--- src/hw/rtl/redt_pkg.sv ---
package redt_pkg;

    // Field widths of the request and result transactions, the table record and the window register
    localparam int SLOT_W   = 6;
    localparam int WINDOW_W = 40;
    localparam int HASH_W   = 64;
    localparam int TIME_W   = 64;

    // Window after reset: (86400 - 3600) s in microseconds
    localparam logic [WINDOW_W-1:0] WINDOW_RESET = WINDOW_W'(64'd82800000000);

    // Request kinds
    localparam logic ACT_QUERY = 1'b0;
    localparam logic ACT_KEEP  = 1'b1;

    // How a keep picked its slot
    localparam logic [1:0] CHOICE_NONE  = 2'd0;
    localparam logic [1:0] CHOICE_MATCH = 2'd1;
    localparam logic [1:0] CHOICE_EMPTY = 2'd2;
    localparam logic [1:0] CHOICE_EVICT = 2'd3;

    typedef struct packed {
        logic              action;
        logic [HASH_W-1:0] event_hash;
        logic              channel_flag;
        logic [TIME_W-1:0] now_usec;
    } req_t;

    typedef struct packed {
        logic              already_posted;
        logic [SLOT_W-1:0] slot_written;
        logic [1:0]        slot_choice;
    } rsp_t;

    // One table record as stored in the RAM
    typedef struct packed {
        logic [HASH_W-1:0] hash;
        logic              channel;
        logic [TIME_W-1:0] stamp;
    } rec_t;

    // Controller to datapath
    typedef struct packed {
        logic load_req;    // capture the input transaction
        logic scan_start;  // rewind the slot address, clear the scan results
        logic rd_step;     // read the current slot and advance
        logic commit;      // write the picked slot, load the output register
    } cmd_t;

    // Datapath to controller
    typedef struct packed {
        logic scan_last;   // current slot address is the last slot
        logic out_busy;    // output register holds a result not yet taken
    } sts_t;

endpackage

--- src/hw/rtl/redt_ctrl.sv ---
module redt_ctrl import redt_pkg::*; (
    input  logic aclk,
    input  logic aresetn,
    input  logic s_valid,
    output logic s_ready,
    input  sts_t sts,
    output cmd_t cmd
);

    localparam logic [1:0] ST_IDLE   = 2'd0;
    localparam logic [1:0] ST_SCAN   = 2'd1;
    localparam logic [1:0] ST_FLUSH  = 2'd2;
    localparam logic [1:0] ST_COMMIT = 2'd3;

    logic [1:0] state_reg;
    logic [1:0] state_next;

    // Next state and commands
    always_comb begin
        state_next = state_reg;
        cmd        = '0;
        s_ready    = 1'b0;
        unique case (state_reg)
            ST_IDLE: begin
                s_ready = 1'b1;
                if (s_valid) begin
                    cmd.load_req   = 1'b1;
                    cmd.scan_start = 1'b1;
                    state_next     = ST_SCAN;
                end
            end
            ST_SCAN: begin
                cmd.rd_step = 1'b1;
                if (sts.scan_last) begin
                    state_next = ST_FLUSH;
                end
            end
            // last slot's read data is folded in during this cycle
            ST_FLUSH: begin
                state_next = ST_COMMIT;
            end
            ST_COMMIT: begin
                if (!sts.out_busy) begin
                    cmd.commit = 1'b1;
                    state_next = ST_IDLE;
                end
            end
            default: begin
                state_next = ST_IDLE;
            end
        endcase
    end

    always_ff @(posedge aclk) begin
        if (!aresetn) begin
            state_reg <= ST_IDLE;
        end else begin
            state_reg <= state_next;
        end
    end

endmodule

--- config.mk ---
export PLATFORM = sky130hd
export DESIGN_NAME = redt_ctrl
export DESIGN_NICKNAME = d
export VERILOG_FILES = /design/src/hw/rtl/redt_pkg.sv /design/src/hw/rtl/redt_ctrl.sv
export SDC_FILE = /design/constraint.sdc
export NUM_CORES = 1
export LEC_CHECK = 0
export BUFFER_PORTS_ARGS = -buffer_cell sky130_fd_sc_hd__buf_4
export CAP_MARGIN = 20
export CORE_AREA = 2 2 39 41
export CTS_CLUSTER_SIZE = 28
export DETAILED_ROUTE_END_ITERATION = 10
export DIE_AREA = 0 0 41 43
export PLACE_DENSITY = 0.35
export SYNTH_ARGS = -nofsm -noshare
export SYNTH_HDL_FRONTEND = slang
export SYNTH_SLANG_ARGS = --single-unit
--- constraint.sdc ---
create_clock -name aclk -period 2 [get_ports aclk]
set_clock_uncertainty 0.1 [all_clocks]
set_input_delay 0.1 -clock aclk [delete_from_list [all_inputs] [get_ports aclk]]
set_output_delay 0.1 -clock aclk [all_outputs]
set_load 0.02 [all_outputs]
==> flow_metrics.env, run 1 <==
export IMPL_setup_tns_ns=0
export IMPL_max_freq_mhz=631.3
export IMPL_cts_repair_resized=0
export IMPL_final_util=0.1998
export IMPL_cts_clk_slew_worst_paths_ns=0.03
export IMPL_worst_setup_path_end_kind="flip-flop"
export IMPL_vias_per_cell=3.766
export IMPL_num_io_pins=10
export IMPL_start_util=0.1257
export IMPL_min_path_type="input port to flip-flop"
export IMPL_ir_drop_mv=0.5077
export IMPL_relSlewSlack=0.6365
export IMPL_place_area_um2=254.0
export IMPL_status="completed"
export IMPL_ctsHoldBuffers=0
export IMPL_cts_setup_buffers=0
export IMPL_drt_pass1_iter_count=4
export IMPL_wl_per_cell_um=8.638
export IMPL_vias=177
export IMPL_grt_max_degree=5
export IMPL_pre_cts_ws_ns=0.4261
export IMPL_htreeDepth=1
export IMPL_grt_pass1_vias=152
export IMPL_worstPathRequired_ns=2.05
export IMPL_synth_edf_count=0
export IMPL_crit_type="flip-flop to flip-flop"
export IMPL_fin_ws_ns=0.4160
export IMPL_diodes=0
export IMPL_slew_viol_final=0
export IMPL_die_w_um=41
export IMPL_synth_seq_cells=2
export IMPL_worstPathMaxFanout=4
export IMPL_grt_overflow_total=0
export IMPL_clockBufferDepth=2
export IMPL_r2r_start="state_reg[1]"
export IMPL_dieArea_mm2=0.001763
export IMPL_worstPathArrival_ns=1.63
export IMPL_min_from="aresetn"
export IMPL_rows=14
export IMPL_p_leak_nw=0.1507
export IMPL_design_area_um2=276.5
export IMPL_rsz0062_at_grt="false"
export IMPL_synthTopCellsByArea="ha_1 29%, dfxtp_1 23%, mux2i_1 12%, inv_1 8.6%, nand2_1 6.5%"
export IMPL_synth_fp_nets=29
export IMPL_track_usage=0.06106
export IMPL_grt_first_pass_wirelength_um=593
export IMPL_die_y_um=43
export IMPL_maxCapViolations=0
export IMPL_root_buffer="clkbuf_4"
export IMPL_synth_ff_type="dfxtp_1"
export IMPL_startpoint="state_reg[1]"
export IMPL_hold_violations=0
export IMPL_setup_viol_count_final=0
export IMPL_nNetsFinal=42
export IMPL_antenna_found_initial=0
export IMPL_start_kind="flip-flop"
export IMPL_synthArstFlopShare=0
export IMPL_cts_tree="done"
export IMPL_fin_crit_ns=1.584
export IMPL_core_mm2=0.001384
export IMPL_gp_congestion=0.5981
export IMPL_largest_register_ffs=2
export IMPL_yosysTopAreaCell="ha_1"
export IMPL_synth_top_area_share=0.2878
export IMPL_hpwlAfterDp_um=325.7
export IMPL_drive_above_1_share=0.4194
export IMPL_seq_area_frac_synth=0.2302
export IMPL_remaining_drc_errors=0
export IMPL_yosys_warnings=0
export IMPL_syn_inst=20
export IMPL_drtIter0Drc=3
export IMPL_antenna_left=0
export IMPL_p_per_area_mw_per_mm2=1459
export IMPL_worst_pin_slew_ns=0.5453
export IMPL_totalWireLength_um=406
export IMPL_finalCritPeriodShare=0.7920
export IMPL_numCtsBuffers=3
export IMPL_portBuffers=9
export IMPL_syn_avg_cell_area_um2=8.696
export IMPL_yosys_top_cells_count="4 x ha_1, 4 x inv_1, 3 x nand2_1"
export IMPL_synth_area_um2=173.9
export IMPL_clk_latency_ns=0.23
export IMPL_syn2layout_area_growth_pct=58.99
export IMPL_synth_cell_type_count=10
export IMPL_cts_sinks=2
[power by group]
group	leakage (nW)	internal [mW]	switching, mW
combinational	0.120	0.107	0.130
clock	0.0138	0.0662	0.0237
sequential	0.0165	0.0587	0.0186
[logic make-up after synthesis]
kind of cell | after synthesis | synth area share
fa+ha+maj | 4 | 0.2878
buf+inv | 5 | 0.1295
flops | 2 | 0.2302
mux | 2 | 0.1151
simple gates | 5 | 0.1511
compound gates | 2 | 0.08631
[cell usage in the layout, fill, tap and decap left out]
| cell type | n |
|---|---|
| clkbuf_4 | 3 |
| o21ai_0 | 1 |
| ha_1 | 4 |
| a222oi_1 | 1 |
| inv_1 | 4 |
| mux2i_1 | 2 |
| buf_4 | 9 |
| and2b_2 | 1 |
| dfxtp_1 | 2 |
| nand2_1 | 3 |
| and2_1 | 1 |
[per-layer routing]
metal  vias up  global-route usage  wire (µm)
met5         -                   0          0
met4         0             0.06000         10
met3         2             0.06283         71
met2        14             0.07188        156
met1        75             0.05414        167
li1         86                   -          -
[cell type report]
type	instances	area [µm²]
well taps	16	20.02
inverters	4	15.01
fillers	162	1107
repair buffers	9	67.56
flip-flops and latches	2	40.04
clock buffers	3	22.52
multi-input cells	13	111.4
[stage by stage]
step	power, mW	cells	hold slack [ns]
after global routing	0.4486	47	0.05947
after floorplan	0.2398	20	0.1463
after global placement	0.3104	44	0.2913
after CTS	0.4109	47	0.06001
after detailed placement	0.3161	44	0.2969
final	0.4036	47	0.06874
[critical path, stage by stage (launching register included)]
cell and delay, ns:
dfxtp_1 0.37, inv_1 0.08, ha_1 0.20, a222oi_1 0.52
mux2i_1 0.24
[worst paths after layout]
check / endpoint / slack [ns] / cells after the start
hold reg to reg: state_reg[0] / 0.40 / 2
setup / recovery: state_reg[1] / 0.42 / 4
setup reg to reg: state_reg[1] / 0.42 / 4
hold / removal: state_reg[1] / 0.07 / 3
Power figures use the tool's default switching activity.
==> inputs of run 2 (changes only) <==
PLACE_DENSITY = 0.36   (was 0.35)
clock period = 1.4 ns   (was 2 ns; I/O delays follow)
==> run 2 against run 1 <==
The run now ends with setup timing left. Hold slack got worse by 0.046 ns. Clock-buffer cell count did not move. Via count is 5.6% higher. Total power rose by 79%. Design area is 24% higher. Final cell count rose by 4.3%. Sequential share of layout area decreased by 0.56 points.
==> flow_metrics.env, run 2 (synthesis results as in run 1) <==
export IMPL_status="finished with violations"
export IMPL_violations="setup timing"
export IMPL_worstPathMaxFanout=4
export IMPL_syn2layout_area_growth_pct=96.40
export IMPL_remaining_drc_errors=0
export IMPL_drive_above_1_share=0.6667
export IMPL_ir_drop_mv=0.7813
export IMPL_drtIter0Drc=4
export IMPL_worstPathArrival_ns=1.45
export IMPL_grt_first_pass_wirelength_um=703
export IMPL_num_io_pins=10
export IMPL_clockBufferDepth=2
export IMPL_switchingPower_mw=0.3008
export IMPL_numCtsBuffers=3
export IMPL_diodes=0
export IMPL_worst_setup_path_end_kind="flip-flop"
export IMPL_wl_per_cell_um=9.061
export IMPL_rsz0062_at_grt="true"
export IMPL_worstPathRequired_ns=1.44
export IMPL_finalCritPeriodShare=1.006
export IMPL_placed_cells=45
export IMPL_grt_max_degree=5
export IMPL_vias=187
export IMPL_layout_commonest_cell="buf_4"
export IMPL_cts_tree="done"
export IMPL_crit_type="flip-flop to flip-flop"
export IMPL_hold_violations=0
export IMPL_setup_viol_count_final=2
export IMPL_die_y_um=43
export IMPL_root_buffer="clkbuf_4"
export IMPL_fin_crit_ns=1.408
export IMPL_drt_pass1_iter_count=4
export IMPL_clk_latency_ns=0.22
export IMPL_nNetsFinal=44
export IMPL_finalNonFillerCells=49
export IMPL_p_leak_nw=0.1630
export IMPL_cts_sinks=2
export IMPL_core_mm2=0.001384
export IMPL_p_int_mw=0.4212
export IMPL_antenna_left=0
export IMPL_swShare=0.4167
export IMPL_largest_register_ffs=2
export IMPL_totalWireLength_um=444
export IMPL_htreeDepth=1
export IMPL_rows=14
export IMPL_track_usage=0.06413
export IMPL_max_freq_mhz=710.3
export IMPL_p_seq_frac=0.215
export IMPL_antenna_found_initial=0
export IMPL_slew_viol_final=0
export IMPL_fill_cells=149
export IMPL_gp_congestion=0.5968
export IMPL_start_kind="flip-flop"
export IMPL_grt_pass1_vias=188
export IMPL_grt_overflow_total=0
export IMPL_portBuffers=9
export IMPL_fin_ws_ns=-0.007925
export IMPL_final_util=0.2468
export IMPL_ctsHoldBuffers=0
export IMPL_p_per_area_mw_per_mm2=2114
export IMPL_relSlewSlack=0.7955
export IMPL_maxCapViolations=0
export IMPL_die_w_um=41
export IMPL_vias_per_cell=3.816
export IMPL_setup_tns_ns=-0.01539
export IMPL_combPwrFrac=0.611
export IMPL_worst_pin_slew_ns=0.3067
export IMPL_min_path_type="input port to flip-flop"
export IMPL_final_cell_mix="11 x buf_4, 3 x nand2_1, 3 x ha_4, 3 x clkbuf_4"
export IMPL_start_util=0.1257
export IMPL_dieArea_mm2=0.001763
export IMPL_cts_clk_slew_worst_paths_ns=0.03
export IMPL_power_frac_clock=0.174
## run 2: changes by cell type in the layout (fill, tap and decap cells not counted), sizes merged
cell  before  now
buf        9   11
## run 2: path summary, 6_finish.rpt
kind / from / end / slack (ns) / depth (start not counted)
min: aresetn / state_reg[0] / 0.02 / 3
min reg2reg: state_reg[0] / state_reg[0] / 0.42 / 2
max reg2reg: state_reg[0] / state_reg[1] / -0.008 / 4
max: state_reg[0] / state_reg[1] / -0.008 / 4
## run 2: power by group through the flow
stage	logic [mW]	registers (mW)	clock network (mW)
after floorplan	0.299	0.121	0
after global placement	0.408	0.128	0
after detailed placement	0.413	0.129	0
after CTS	0.442	0.151	0.139
after global routing	0.486	0.164	0.144
final	0.441	0.155	0.126
## run 2: through the flow
| step | hold WS (ns) | power [mW] | cell area [µm²] | worst slack, ns |
|---|---|---|---|---|
| finish | 0.02310 | 0.7220 | 341.6 | -0.007925 |
| global route | 0.01497 | 0.7943 | 341.6 | -0.1293 |
| CTS | 0.01121 | 0.7323 | 339.1 | -0.01900 |
| detailed placement | 0.2544 | 0.5423 | 289.0 | -0.02306 |
| global placement | 0.2489 | 0.5356 | 289.0 | -0.02001 |
| floorplan | 0.1082 | 0.4195 | 201.4 | 0.02311 |
## run 2: area by class of cell
type                    instances  area (µm²)  area share
clock buffers                   3       22.52     0.06593
inverters                       4       20.02     0.05861
multi-input cells              13       148.9      0.4359
flip-flops and latches          2       47.55      0.1392
well taps                      16       20.02     0.05861
repair buffers                 11       82.58      0.2418
## run 2: what timing repair did
item / in CTS / in global routing
gates resized for setup: 5 / 1
pin swaps: 2 / 1
setup buffers: 1 / 0
endpoints found under the setup margin: 2 / 2
## run 2: metal layers
| layer | global-route usage | wire length (µm) | vias up |
|---|---|---|---|
| met2 | 0.09375 | 207 | 12 |
| met5 | 0 | 0 | - |
| li1 | - | - | 96 |
| met1 | 0.06070 | 191 | 79 |
| met4 | 0.08000 | 0 | 0 |
| met3 | 0.01571 | 45 | 0 |
## run 2: worst max-delay path, cell delays in order (launching register included)
cell	delay, ns
dfxtp_4	0.36
ha_4	0.16
a222oi_1	0.35
buf_4	0.18
mux2i_1	0.17
==> inputs of run 3 (changes only) <==
PLACE_DENSITY = 0.35   (was 0.36)
clock period = 1.73 ns   (was 1.4 ns; I/O delays follow)
==> run 3 against run 2 <==
The flow now finishes without violations. Sequential power is 43% lower. Design area is 19% lower. Critical path depth stayed put. Global-route usage is 2.0 points lower. Clock-buffer cell count stayed put. Die area stayed put. Setup slack better by 0.20 ns. Core utilization is 4.7 points lower. Register-to-register slack better by 0.20 ns. Total power is 37% lower. Via count is 10% lower. Critical path type unchanged. Largest power group unchanged.
==> flow_metrics.env, run 3 (synthesis results as in run 1) <==
export IMPL_worst_pin_slew_ns=0.5082
export IMPL_core_mm2=0.001384
export IMPL_grt_overflow_total=0
export IMPL_cts_tree="done"
export IMPL_crit_type="flip-flop to flip-flop"
export IMPL_start_util=0.1257
export IMPL_max_freq_mhz=648.9
export IMPL_fill_cells=152
export IMPL_die_y_um=43
export IMPL_wl_per_cell_um=7.170
export IMPL_slew_viol_final=0
export IMPL_antenna_left=0
export IMPL_setup_tns_ns=0
export IMPL_drive_above_1_share=0.4194
export IMPL_nNetsFinal=42
export IMPL_syn2layout_area_growth_pct=58.99
export IMPL_vias=168
export IMPL_p_per_area_mw_per_mm2=1654
export IMPL_die_w_um=41
export IMPL_layout_commonest_cell="buf_4"
export IMPL_rows=14
export IMPL_root_buffer="clkbuf_4"
export IMPL_worst_setup_path_end_kind="flip-flop"
export IMPL_totalWireLength_um=337
export IMPL_drt_pass1_iter_count=4
export IMPL_vias_per_cell=3.574
export IMPL_grt_pass1_vias=141
export IMPL_track_usage=0.04409
export IMPL_start_kind="flip-flop"
export IMPL_min_path_type="input port to flip-flop"
export IMPL_fin_crit_ns=1.541
export IMPL_ctsHoldBuffers=0
export IMPL_hpwlAfterDp_um=288
export IMPL_num_io_pins=10
export IMPL_drtIter0Drc=2
export IMPL_htreeDepth=1
export IMPL_p_leak_nw=0.1507
export IMPL_largest_register_ffs=2
export IMPL_dieArea_mm2=0.001763
export IMPL_clk_latency_ns=0.22
export IMPL_final_util=0.1998
export IMPL_grt_max_degree=5
export IMPL_clockBufferDepth=2
export IMPL_cts_setup_buffers=0
export IMPL_antenna_found_initial=0
export IMPL_rsz0062_at_grt="false"
export IMPL_ir_drop_mv=0.5528
export IMPL_finalCritPeriodShare=0.8908
export IMPL_setup_viol_count_final=0
export IMPL_portBuffers=9
export IMPL_cts_clk_slew_worst_paths_ns=0.03
export IMPL_worstPathMaxFanout=4
export IMPL_maxCapViolations=0
export IMPL_diodes=0
export IMPL_worstPathRequired_ns=1.78
export IMPL_remaining_drc_errors=0
export IMPL_cts_sinks=2
export IMPL_finalPower_mw=0.4573
export IMPL_hold_violations=0
export IMPL_numCtsBuffers=3
export IMPL_status="completed"
export IMPL_worstPathArrival_ns=1.59
export IMPL_relSlewSlack=0.6612
export IMPL_grt_first_pass_wirelength_um=496
export IMPL_final_cell_mix="9 x buf_4, 4 x inv_1, 4 x ha_1, 3 x nand2_1, 3 x clkbuf_4"
export IMPL_gp_congestion=0.5912
export IMPL_cts_repair_resized=0
run 3: cell types whose count changed in the layout (fill, tap and decap cells not counted), sizes merged:
| cell | previous run | this run |
|---|---|---|
| buf | 11 | 9 |
run 3: layout make-up:
type,instances,area (µm²),area share
inverters,4,15.01,0.05430
flip-flops and latches,2,40.04,0.1448
well taps,16,20.02,0.07240
repair buffers,9,67.56,0.2443
clock buffers,3,22.52,0.08145
multi-input cells,13,111.4,0.4027
run 3: worst paths after layout:
path / startpoint / endpoint / slack (ns) / depth (start not counted)
min reg2reg: state_reg[0] / state_reg[0] / 0.40 / 2
min: aresetn / state_reg[0] / 0.05 / 3
max reg2reg: state_reg[0] / state_reg[0] / 0.19 / 4
max: state_reg[0] / state_reg[0] / 0.19 / 4
run 3: power by group:
group / switching [mW] / total, mW / internal (mW)
Sequential: 0.0212 / 0.0890 / 0.0679
Clock: 0.0242 / 0.100 / 0.0763
Combinational: 0.145 / 0.268 / 0.122
Total: 0.191 / 0.457 / 0.267
run 3: critical path, stage by stage, from the launching register on:
cell      delay, ns
dfxtp_1        0.37
inv_1          0.08
ha_1           0.24
a222oi_1       0.44
mux2i_1        0.24
run 3: layer usage:
layer | global-route usage | wire length [µm]
met5 | 0 | 0
met4 | 0.04000 | 0
met3 | 0.03141 | 65
met2 | 0.05625 | 123
met1 | 0.04473 | 148
run 3: stage by stage:
| step | hold slack, ns | std cells | area, µm² | setup WS (ns) |
|---|---|---|---|---|
| CTS | 0.04622 | 47 | 276.5 | 0.1695 |
| floorplan | 0.1328 | 20 | 173.9 | 0.2103 |
| global placement | 0.2761 | 44 | 254.0 | 0.2152 |
| finish | 0.05477 | 47 | 276.5 | 0.1889 |
| detailed placement | 0.2848 | 44 | 254.0 | 0.1746 |
| global route | 0.05638 | 47 | 276.5 | 0.04810 |
